[config.mk]
export PLATFORM = sky130hd
export DESIGN_NAME = date_time_string_validator
export DESIGN_NICKNAME = d
export VERILOG_FILES = /design/src/rtl/core/dtsv_pkg.sv /design/src/rtl/core/dtsv_judge.sv /design/src/rtl/core/date_time_string_validator.sv
export SDC_FILE = /design/constraint.sdc
export NUM_CORES = 1
export LEC_CHECK = 0
export BUFFER_PORTS_ARGS = -buffer_cell sky130_fd_sc_hd__buf_2
export CAP_MARGIN = 20
export CORE_ASPECT_RATIO = 0.5
export CORE_UTILIZATION = 58
export CTS_CLUSTER_SIZE = 14
export DETAILED_ROUTE_END_ITERATION = 10
export PLACE_DENSITY = 0.89
export SLEW_MARGIN = 0
export SYNTH_ARGS = -nofsm -noshare
export SYNTH_HDL_FRONTEND = slang
export SYNTH_SLANG_ARGS = --single-unit
[constraint.sdc]
create_clock -name clk -period 5.5 [get_ports clk]
set_input_delay 0.55 -clock clk [delete_from_list [all_inputs] [get_ports clk]]
set_output_delay 0.55 -clock clk [all_outputs]
set_load 0.02 [all_outputs]
[src/rtl/core/dtsv_pkg.sv]
// ----------------------------------------------------------------------------
// dtsv_pkg
// Shared types, constants and helpers for the date / time string validator.
// ----------------------------------------------------------------------------
`default_nettype none

package dtsv_pkg;

  // string layout selected by the format register
  typedef enum logic [1:0] {
    MODE_DATE     = 2'd0,
    MODE_TIME     = 2'd1,
    MODE_DATETIME = 2'd2
  } mode_t;

  localparam logic [1:0] MODE_RESET = MODE_DATETIME;

  // required string lengths, and the count's saturation limit
  localparam logic [3:0] LEN_DATE     = 4'd8;
  localparam logic [3:0] LEN_TIME     = 4'd6;
  localparam logic [3:0] LEN_DATETIME = 4'd14;
  localparam logic [3:0] COUNT_MAX    = 4'd15;

  // time-only strings land at the hour position of the date-time layout
  localparam logic [3:0] TIME_OFFSET  = 4'd8;

  // field range limits
  localparam logic [6:0] HOUR_MAX   = 7'd23;
  localparam logic [6:0] MINSEC_MAX = 7'd59;
  localparam logic [6:0] MONTH_MAX  = 7'd12;

  // year is kept modulo 400, enough for the leap rule
  localparam int unsigned YEAR_MOD  = 400;
  localparam int unsigned YMOD_W    = 9;

  // collected fields handed to the judge
  typedef struct packed {
    logic [3:0]        count;
    logic              bad;
    logic [YMOD_W-1:0] year_mod;
    logic [6:0]        month;
    logic [6:0]        day;
    logic [6:0]        hour;
    logic [6:0]        minute;
    logic [6:0]        second;
  } fields_t;

  // days in a month for a common year, month 1..12
  function automatic logic [4:0] month_days(input logic [3:0] month);
    logic [4:0] days;
    case (month)
      4'd2:                      days = 5'd28;
      4'd4, 4'd6, 4'd9, 4'd11:   days = 5'd30;
      default:                   days = 5'd31;
    endcase
    return days;
  endfunction

  // decimal accumulate, wrapping to 7 bits
  function automatic logic [6:0] acc7(input logic [6:0] v, input logic [3:0] d);
    logic [9:0] t;
    t = {v, 3'b000} + {2'b00, v, 1'b0} + {6'd0, d};
    return t[6:0];
  endfunction

  // decimal accumulate modulo 400
  function automatic logic [YMOD_W-1:0] acc_mod400(input logic [YMOD_W-1:0] m,
                                                   input logic [3:0] d);
    logic [11:0] t;
    logic [11:0] r;
    t = {m, 3'b000} + {2'b00, m, 1'b0} + {8'd0, d};
    r = t;
    // t is below 4000, so at most nine multiples of 400 come off
    for (int k = 9; k >= 1; k--) begin
      if (r == t && t >= 12'(k * YEAR_MOD)) begin
        r = t - 12'(k * YEAR_MOD);
      end
    end
    return r[YMOD_W-1:0];
  endfunction

endpackage

`default_nettype wire

[src/rtl/core/dtsv_judge.sv]
// ----------------------------------------------------------------------------
// dtsv_judge
// Final verdict on a collected string: length, digits and field ranges.
// ----------------------------------------------------------------------------
`default_nettype none

module dtsv_judge (
  input  wire logic [1:0]      mode,
  input  wire dtsv_pkg::fields_t fld,
  output logic                 ok
);
  import dtsv_pkg::*;

  logic       leap;
  logic [4:0] max_day;
  logic       date_ok;
  logic       time_ok;

  // leap rule on the year modulo 400
  always_comb begin
    leap = 1'b0;
    if (fld.year_mod == '0) begin
      leap = 1'b1;
    end else if (fld.year_mod[1:0] == 2'b00 &&
                 fld.year_mod != YMOD_W'(100) &&
                 fld.year_mod != YMOD_W'(200) &&
                 fld.year_mod != YMOD_W'(300)) begin
      leap = 1'b1;
    end
  end

  // calendar checks
  always_comb begin
    max_day = month_days(fld.month[3:0]);
    if (fld.month == 7'd2 && leap) begin
      max_day = 5'd29;
    end
    date_ok = (fld.month >= 7'd1) && (fld.month <= MONTH_MAX) &&
              (fld.day >= 7'd1) && (fld.day <= {2'b00, max_day});
    time_ok = (fld.hour <= HOUR_MAX) && (fld.minute <= MINSEC_MAX) &&
              (fld.second <= MINSEC_MAX);
  end

  // verdict by format
  always_comb begin
    ok = 1'b0;
    if (!fld.bad) begin
      case (mode)
        MODE_DATE:     ok = (fld.count == LEN_DATE) && date_ok;
        MODE_TIME:     ok = (fld.count == LEN_TIME) && time_ok;
        MODE_DATETIME: ok = (fld.count == LEN_DATETIME) && date_ok && time_ok;
        default:       ok = 1'b0;
      endcase
    end
  end

endmodule

`default_nettype wire

[src/rtl/core/date_time_string_validator.sv]
// ----------------------------------------------------------------------------
// date_time_string_validator
// Checks a digit string, one byte per request, as a date, time or date-time.
// ----------------------------------------------------------------------------
// The block takes one character request per clock unless stalled, keeps a
// running count and the decimal fields of the string; an end request yields
// one result, valid_res, set when the string has exactly the length of the
// selected format (8 YYYYMMDD, 6 HHMMSS, 14 YYYYMMDDHHMMSS), holds only
// digits and gives a real Gregorian date and/or time. Each character
// updates a single field accumulator and the verdict is formed from those
// registers straight into the result register; an end request clears the
// fields, so a new string may follow it at once if not stalled. Input
// is stalled only while a finished result is waiting and out_stall is high.
// cfg_wdata selects the format (reset: date-time); write it between strings.
// ----------------------------------------------------------------------------
`default_nettype none

module date_time_string_validator (
  input  wire logic       clk,
  input  wire logic       rst_n,
  // configuration
  input  wire logic       cfg_we,
  input  wire logic [1:0] cfg_wdata,
  // character requests
  input  wire logic       in_valid,
  output logic            in_stall,
  input  wire logic [7:0] in_ch,
  input  wire logic       in_is_end,
  // results
  output logic            out_valid,
  input  wire logic       out_stall,
  output logic            out_valid_res
);
  import dtsv_pkg::*;

  logic [1:0] mode_r;
  fields_t    fld_r, fld_nxt;
  logic       out_valid_r, out_valid_nxt;
  logic       res_r, res_nxt;
  logic       in_acc;
  logic       is_digit;
  logic [3:0] digit;
  logic [3:0] pos;
  logic       collect;
  logic       ok;

  // handshake
  assign in_stall  = out_valid_r && out_stall;
  assign in_acc    = in_valid && !in_stall;
  assign out_valid = out_valid_r;
  assign out_valid_res = res_r;

  // format register
  always_ff @(posedge clk) begin
    if (!rst_n) begin
      mode_r <= MODE_RESET;
    end else if (cfg_we) begin
      mode_r <= cfg_wdata;
    end
  end

  // character decode and position in the date-time layout
  always_comb begin
    is_digit = (in_ch >= 8'h30) && (in_ch <= 8'h39);
    digit    = 4'(in_ch - 8'h30);
    pos      = fld_r.count;
    collect  = is_digit;
    case (mode_r)
      MODE_TIME: begin
        if (fld_r.count < LEN_TIME) begin
          pos = fld_r.count + TIME_OFFSET;
        end else begin
          collect = 1'b0;
        end
      end
      MODE_DATE, MODE_DATETIME: begin
        collect = is_digit;
      end
      default: collect = 1'b0;
    endcase
  end

  // field accumulation
  always_comb begin
    fld_nxt = fld_r;
    if (in_acc) begin
      if (in_is_end) begin
        fld_nxt = '0;
      end else begin
        if (!is_digit) begin
          fld_nxt.bad = 1'b1;
        end
        if (collect) begin
          if (pos < 4'd4) begin
            fld_nxt.year_mod = acc_mod400(fld_r.year_mod, digit);
          end else if (pos < 4'd6) begin
            fld_nxt.month = acc7(fld_r.month, digit);
          end else if (pos < 4'd8) begin
            fld_nxt.day = acc7(fld_r.day, digit);
          end else if (pos < 4'd10) begin
            fld_nxt.hour = acc7(fld_r.hour, digit);
          end else if (pos < 4'd12) begin
            fld_nxt.minute = acc7(fld_r.minute, digit);
          end else if (pos < 4'd14) begin
            fld_nxt.second = acc7(fld_r.second, digit);
          end
        end
        if (fld_r.count < COUNT_MAX) begin
          fld_nxt.count = fld_r.count + 4'd1;
        end
      end
    end
  end

  dtsv_judge u_judge (
    .mode (mode_r),
    .fld  (fld_r),
    .ok   (ok)
  );

  // result register
  always_comb begin
    out_valid_nxt = out_valid_r && out_stall;
    res_nxt       = res_r;
    if (in_acc && in_is_end) begin
      out_valid_nxt = 1'b1;
      res_nxt       = ok;
    end
  end

  always_ff @(posedge clk) begin
    if (!rst_n) begin
      fld_r       <= '0;
      out_valid_r <= 1'b0;
    end else begin
      fld_r       <= fld_nxt;
      out_valid_r <= out_valid_nxt;
    end
  end

  always_ff @(posedge clk) begin
    res_r <= res_nxt;
  end

endmodule

`default_nettype wire

== Word level (Yosys, flattened, before mapping) ==
Cells that the tools add are included.
Word-level totals
  flip-flop bits (word level): 53
  bits in latches: 0
  RAM bits: 0
  bits in read-only memories: 0
  input port bits: 16
  output and inout port bits: 3
  logic and storage cells: 202
  memories kept: 0
Operators by class
  add/sub/neg operators: 24
  $mul: 0
  div/mod/pow operators: 0
  order comparisons: 26
  equal/unequal tests: 28
  shift operators: 0
  multiplexer cells: 66
  bitwise operators: 0
  reductions and logical operators: 47
Operators by type and width (number)
  12-bit two-way mux: 40
  12-bit equality test: 8
  49-bit two-way mux: 1
  12-bit greater-or-equal comparator, second input constant: 4
  12-bit subtractor, second input constant: 4
  44-bit two-way mux: 1
  7-bit two-way mux: 6
  12-bit by 11-bit greater-or-equal comparator with 1-bit output, second input constant: 3
  12-bit by 11-bit subtractor with 12-bit output, second input constant: 3
  7-bit by 4-bit adder with 7-bit output: 5
  7-bit adder: 5
  35-bit two-way mux: 1
  28-bit two-way mux: 1
  1-bit logical AND: 25
  21-bit two-way mux: 1
  4-bit less-than comparator, second input constant: 5
  9-bit two-way mux: 2
  4-bit equality test, second input constant: 4
  2-bit nonzero test: 8
  7-bit by 1-bit greater-or-equal comparator with 1-bit output, second input constant: 2
  7-bit by 6-bit <= comparator with 1-bit output, second input constant: 2
  14-bit two-way mux: 1
  12-bit by 10-bit adder with 12-bit output: 1
  12-bit by 4-bit adder with 12-bit output: 1
  other kinds (40): 57

== Logic depth before layout (Yosys ltp) ==
  word-level depth: 63
  mapped depth: 22
  depth with buffers taken out: 21

== Modules after synthesis ==
From an unflattened synthesis, not the netlist that was laid out.
Second synthesis, totals
  cells, all modules: 659
  area total of the unflattened synthesis: 5562.8 um^2
By module, submodules not included
  date_time_string_validator: times used 1, cells an instance 612, area each 5241.3 um^2, seq. area each 1071.0 um^2
  dtsv_judge: times used 1, cells an instance 47, area each 321.6 um^2, seq. area each 0.0 um^2

== Worst setup path after synthesis ==
Ideal clock, no wire load.
  path type: input to register
  start: input port in_ch[3]
  end: register fld_r[43] in the netlist's numbering
  library setup time: 0.117 ns
  arrival: 5.073 ns
  required time: 5.383 ns
  slack: 0.310 ns
  cell stages on the path: 19
  buffers on the path: 0
  path through: inv_1 > fa_1 > fa_1 > nor2b_1 > o21ai_0 > xnor2_1 > inv_1 > ha_1 > inv_1 > nor2_1 > o2111ai_1 > and2_1 > mux2i_1 > a2111oi_1 > o21ai_0 > or3_4 > o21ai_1 > o211ai_1 > a32o_1
Between the ends
  cells in the longest elaborated chain, start to end: 63
  elaborated cells between the ends (all ways): 87
  classes of those cells: 11 x add/sub; 11 x order compare; 8 x eq/ne; 46 x mux; 11 x reduce/logical
RTL lines
  from (decl): RTL line date_time_string_validator.sv:27  | input wire logic [7:0] in_ch,
  4-bit by 1-bit subtractor with 4-bit output: RTL line date_time_string_validator.sv:65  | digit = 4'(in_ch - 8'h30);
  12-bit by 4-bit adder with 12-bit output: RTL line dtsv_pkg.sv:71  | t = {m, 3'b000} + {2'b00, m, 1'b0} + {8'd0, d};
  12-bit subtractor / 12-bit greater-or-equal comparator (equally long branches): RTL line dtsv_pkg.sv:76, dtsv_pkg.sv:75
  12-bit two-way mux: RTL line dtsv_pkg.sv:75  | if (r == t && t >= 12'(k * YEAR_MOD)) begin
  12-bit two-way mux: RTL line date_time_string_validator.sv:94  | if (pos < 4'd4) begin
  12-bit two-way mux: RTL line date_time_string_validator.sv:93  | if (collect) begin
  12-bit two-way mux: RTL line date_time_string_validator.sv:87  | if (in_is_end) begin
  12-bit two-way mux: RTL line date_time_string_validator.sv:86  | if (in_acc) begin
  [... 47 more ...]
  12-bit two-way mux: RTL line date_time_string_validator.sv:87
  12-bit two-way mux: RTL line date_time_string_validator.sv:86
  12-bit equality test: RTL line dtsv_pkg.sv:75
  1-bit logical AND: RTL line dtsv_pkg.sv:75
  9-bit two-way mux: RTL line dtsv_pkg.sv:75
  9-bit two-way mux: RTL line date_time_string_validator.sv:94
  44-bit two-way mux: RTL line date_time_string_validator.sv:93
  49-bit two-way mux: RTL line date_time_string_validator.sv:87
  to (signal assigned): RTL line date_time_string_validator.sv:136  | fld_r <= fld_nxt;
  to (decl): RTL line date_time_string_validator.sv:37  | fields_t fld_r, fld_nxt;
Several ways; a longest one is shown, not always the timed one. The select of a mux whose other input is x is not followed.
A chain may end at the register's enable or synchronous reset.

== Worst setup path in the final report ==
  start: input port in_ch[3]
  end: register fld_r[42] in the netlist's numbering
Same word-level chain as after synthesis.

==> results.py <==
metrics = {
    "outcome": {
        "outcome": "complete, no violations",
    },
    "floorplanning": {
        "start_util": 0.6025,
        "io_pins": 19,
        "die_area_mm2": 0.01034,
        "die_width_um": 142.8,
        "core_mm2": 0.009540,
        "fp.dieH_um": 72.40,
        "rows": 25,
    },
    "detailed_routing": {
        "wire_per_inst_um": 17.94,
        "initialDrtViolationCount": 515,
        "drc": 0,
        "top_layer_used": "met4",
        "m1WireLength_um": 6607,
        "viasPerCell": 6.316,
        "vias": 5489,
        "firstDrtPassIters": 5,
        "route.met2.wl_um": 7324,
        "wl_met3_um": 1127,
        "drtAntennaViolNets": 0,
        "totalWireLength_um": 15590,
    },
    "logic_synthesis": {
        "synth_area_leaders": "dfxtp_1, ha_1, nor2b_1, xnor2_1, fa_1",
        "synth_top_area_share": 0.1811,
        "synthesis.nets": 807,
        "seq_area_frac_synth": 0.1863,
        "ys_ff_latch": 53,
        "synth-edff-count": 1,
        "synth_warnings": 0,
        "post-synth-top-count-cell": "ha_1",
        "async_reset_ff_frac": 0,
        "synth_area_per_cell_um2": 8.259,
        "synth_common_cells": "ha_1, dfxtp_1, inv_1, nor2b_1, a21oi_1",
        "postSynthCellCount": 696,
        "netlist.top_cell.by_area": "dfxtp_1",
        "synthFlopType": "dfxtp_1",
        "ys_types": 84,
        "netlist_area_mm2": 0.005748,
    },
    "cts": {
        "cts_tree": "yes",
        "cts_max_level": 2,
        "clock_tree.root_cell": "clkbuf_16",
        "cts_setup_buffers": 0,
        "hold_buffers": 0,
        "clk_pin_slew_ps": 70,
        "cts_max_path_buffers": 2,
        "cts_buffers": 5,
        "cts.repair.resized": 0,
        "cts_sinks": 53,
        "clock_latency_ps": 290,
    },
    "timing": {
        "fin_skew_ps": 5.846,
        "setup_viol": 0,
        "tightest_slew_ps": 717.7,
        "holdWs_ps": 497.4,
        "slew_violations": 0,
        "max_freq_ghz": 0.1953,
        "post-route-period-util": 0.9308,
        "fin_crit_ps": 5120,
        "final_hold_viol_count": 0,
        "relSlewSlack": 0.5199,
        "grt_setup_unrepaired": "false",
        "setup_tns_ps": 0,
    },
    "setup_path": {
        "reg2reg_depth": 21,
        "r2r_start": "fld_r[35]",
        "crit_top_cell": "inv_1",
        "slowest_stage": "fa_1",
        "path_buf_inv": 6,
        "path_max_fanout": 6,
        "crit_start": "in_ch[3]",
        "required_ps": 5740,
        "crit_path_start_kind": "input pin",
        "cp.arrival_ps": 5360,
        "endpoint": "fld_r[42]",
        "cp_slowest_stage_delay_ps": 600,
        "critical_path.top_delay_family": "compound AO/OA/AOI/OAI gates",
        "r2r_slack_ps": 390,
        "cp-end-kind": "flip-flop",
        "path_cells": "buf_2, inv_1, fa_1, inv_1, ha_1, a211o_1, a21o_1, and2_1, inv_1, ha_1, inv_1, nor2_1, o2111ai_1, and2_1, and3_1, a2111oi_1, o221ai_1, o311ai_1, nor4_4, buf_4, o41ai_1, a21o_1",
        "critPathKind": "in2reg",
        "reg2reg_to": "fld_r[42]",
        "cp.depth": 22,
    },
    "grt": {
        "track_usage": 0.3187,
        "grt_max_degree": 48,
        "antenna_found_initial": 0,
        "grt_pass1_wl_um": 26150,
        "grt_overflow_total": 0,
        "grt_pass1_vias": 5475,
    },
    "power_and_ir_drop": {
        "p_sw_uw": 213.7,
        "p_int_uw": 613.9,
        "p_clk_frac": 0.393,
        "swShare": 0.2582,
        "pwr_density_cell_mw_per_mm2": 130.9,
        "comb_power_share": 0.126,
        "power_uw": 827.6,
        "vdd_ir_drop_max_mv": 0.1008,
        "p_seq_frac": 0.481,
        "leakage_uw": 0.002905,
    },
    "placed_design": {
        "gp_congestion": 1.088,
        "place_hpwl_um": 11680,
        "numPortBuffers": 18,
    },
    "final_layout": {
        "nets": 844,
        "drive_gt1_frac": 0.1144,
        "diodes": 0,
        "areaGrowthSynthToFinish_pct": 10.01,
    },
    "flow_run": {
        "cap_viol_max_count": 0,
    },
    "hold_path": {
        "min_from": "cfg_wdata[1]",
        "hp-class": "in2reg",
    },
}
## logic make-up (layout without fill, tap and decap cells)
group           Yosys count  count (layout)  synth area share
xor+xnor                 42              42           0.06530
flops                    53              53            0.1863
simple gates            228             228            0.2175
compound gates          194             194            0.2379
fa+ha+maj                95              95            0.2225
buf+inv                  74             112           0.05072
mux                      10              10           0.01981
## layer usage
layer | vias to the layer above | track usage
li1 | 2609 | -
met1 | 2563 | 0.3942
met2 | 256 | 0.5561
met3 | 61 | 0.04950
met4 | 0 | 0.1434
met5 | - | 0
## worst min path at each step
stage | to | slack [ps] | cells past startpoint
3_5_place_dp | fld_r[44] | 480 | 2
2_1_floorplan | fld_r[44] | 440 | 2
6_report | mode_r[1] | 500 | 3
5_1_grt | mode_r[0] | 530 | 3
4_1_cts | mode_r[1] | 510 | 3
3_3_place_gp | fld_r[44] | 450 | 2
## per-stage QoR
stage | instances | utilization | cell area [um^2] | setup slack (ps)
3_3_place_gp | 861 | 0.6468 | 6171 | 233.1
2_1_floorplan | 696 | - | 5748 | 309.6
5_1_grt | 869 | 0.6628 | 6324 | 11.40
4_1_cts | 869 | 0.6628 | 6324 | 361.4
6_report | 869 | 0.6628 | 6324 | 380.5
3_5_place_dp | 861 | 0.6468 | 6171 | 96.72
## tightest hold or removal path, stage by stage
cell and delay (ps):
buf_2 70, nand2_1 50, o211ai_1 80
## state kept, by name (all words and copies together), names as in the netlist
signal	cells
mode_r	2
out_valid	1
fld_r	49
out_valid_res	1
## cell type report
cell class,count,area [um^2]
Clock buffer,6,138.9
Tap cell,135,168.9
Fill cell,747,3217
Timing Repair Buffer,52,345.3
Clock inverter,2,13.76
Sequential cell,53,1071
Multi-Input combinational cell,569,4385
Inverter,52,200.2
## cell usage in the layout (no fill, tap or decap), types with 8 or more instances in the layout
cell type,count
fa_1,12
mux2i_1,8
nor2b_1,48
o21ai_0,20
a31oi_1,15
xor2_1,12
nand2_1,31
inv_1,50
a21oi_1,47
o211ai_1,10
and2_1,9
xnor2_1,29
nor3_1,31
buf_2,18
nand3_1,25
ha_1,83
a21o_1,19
buf_4,34
nor2_1,34
dfxtp_1,52
## power groups by stage
stage / sequential [uW] / combinational, uW / clock [uW]
2_1_floorplan: 406 / 69.5 / 0
3_3_place_gp: 406 / 98.4 / 0
3_5_place_dp: 407 / 101 / 0
4_1_cts: 398 / 103 / 325
5_1_grt: 399 / 116 / 342
6_report: 398 / 104 / 325
Note: power is estimated with default switching activity, not from simulation.
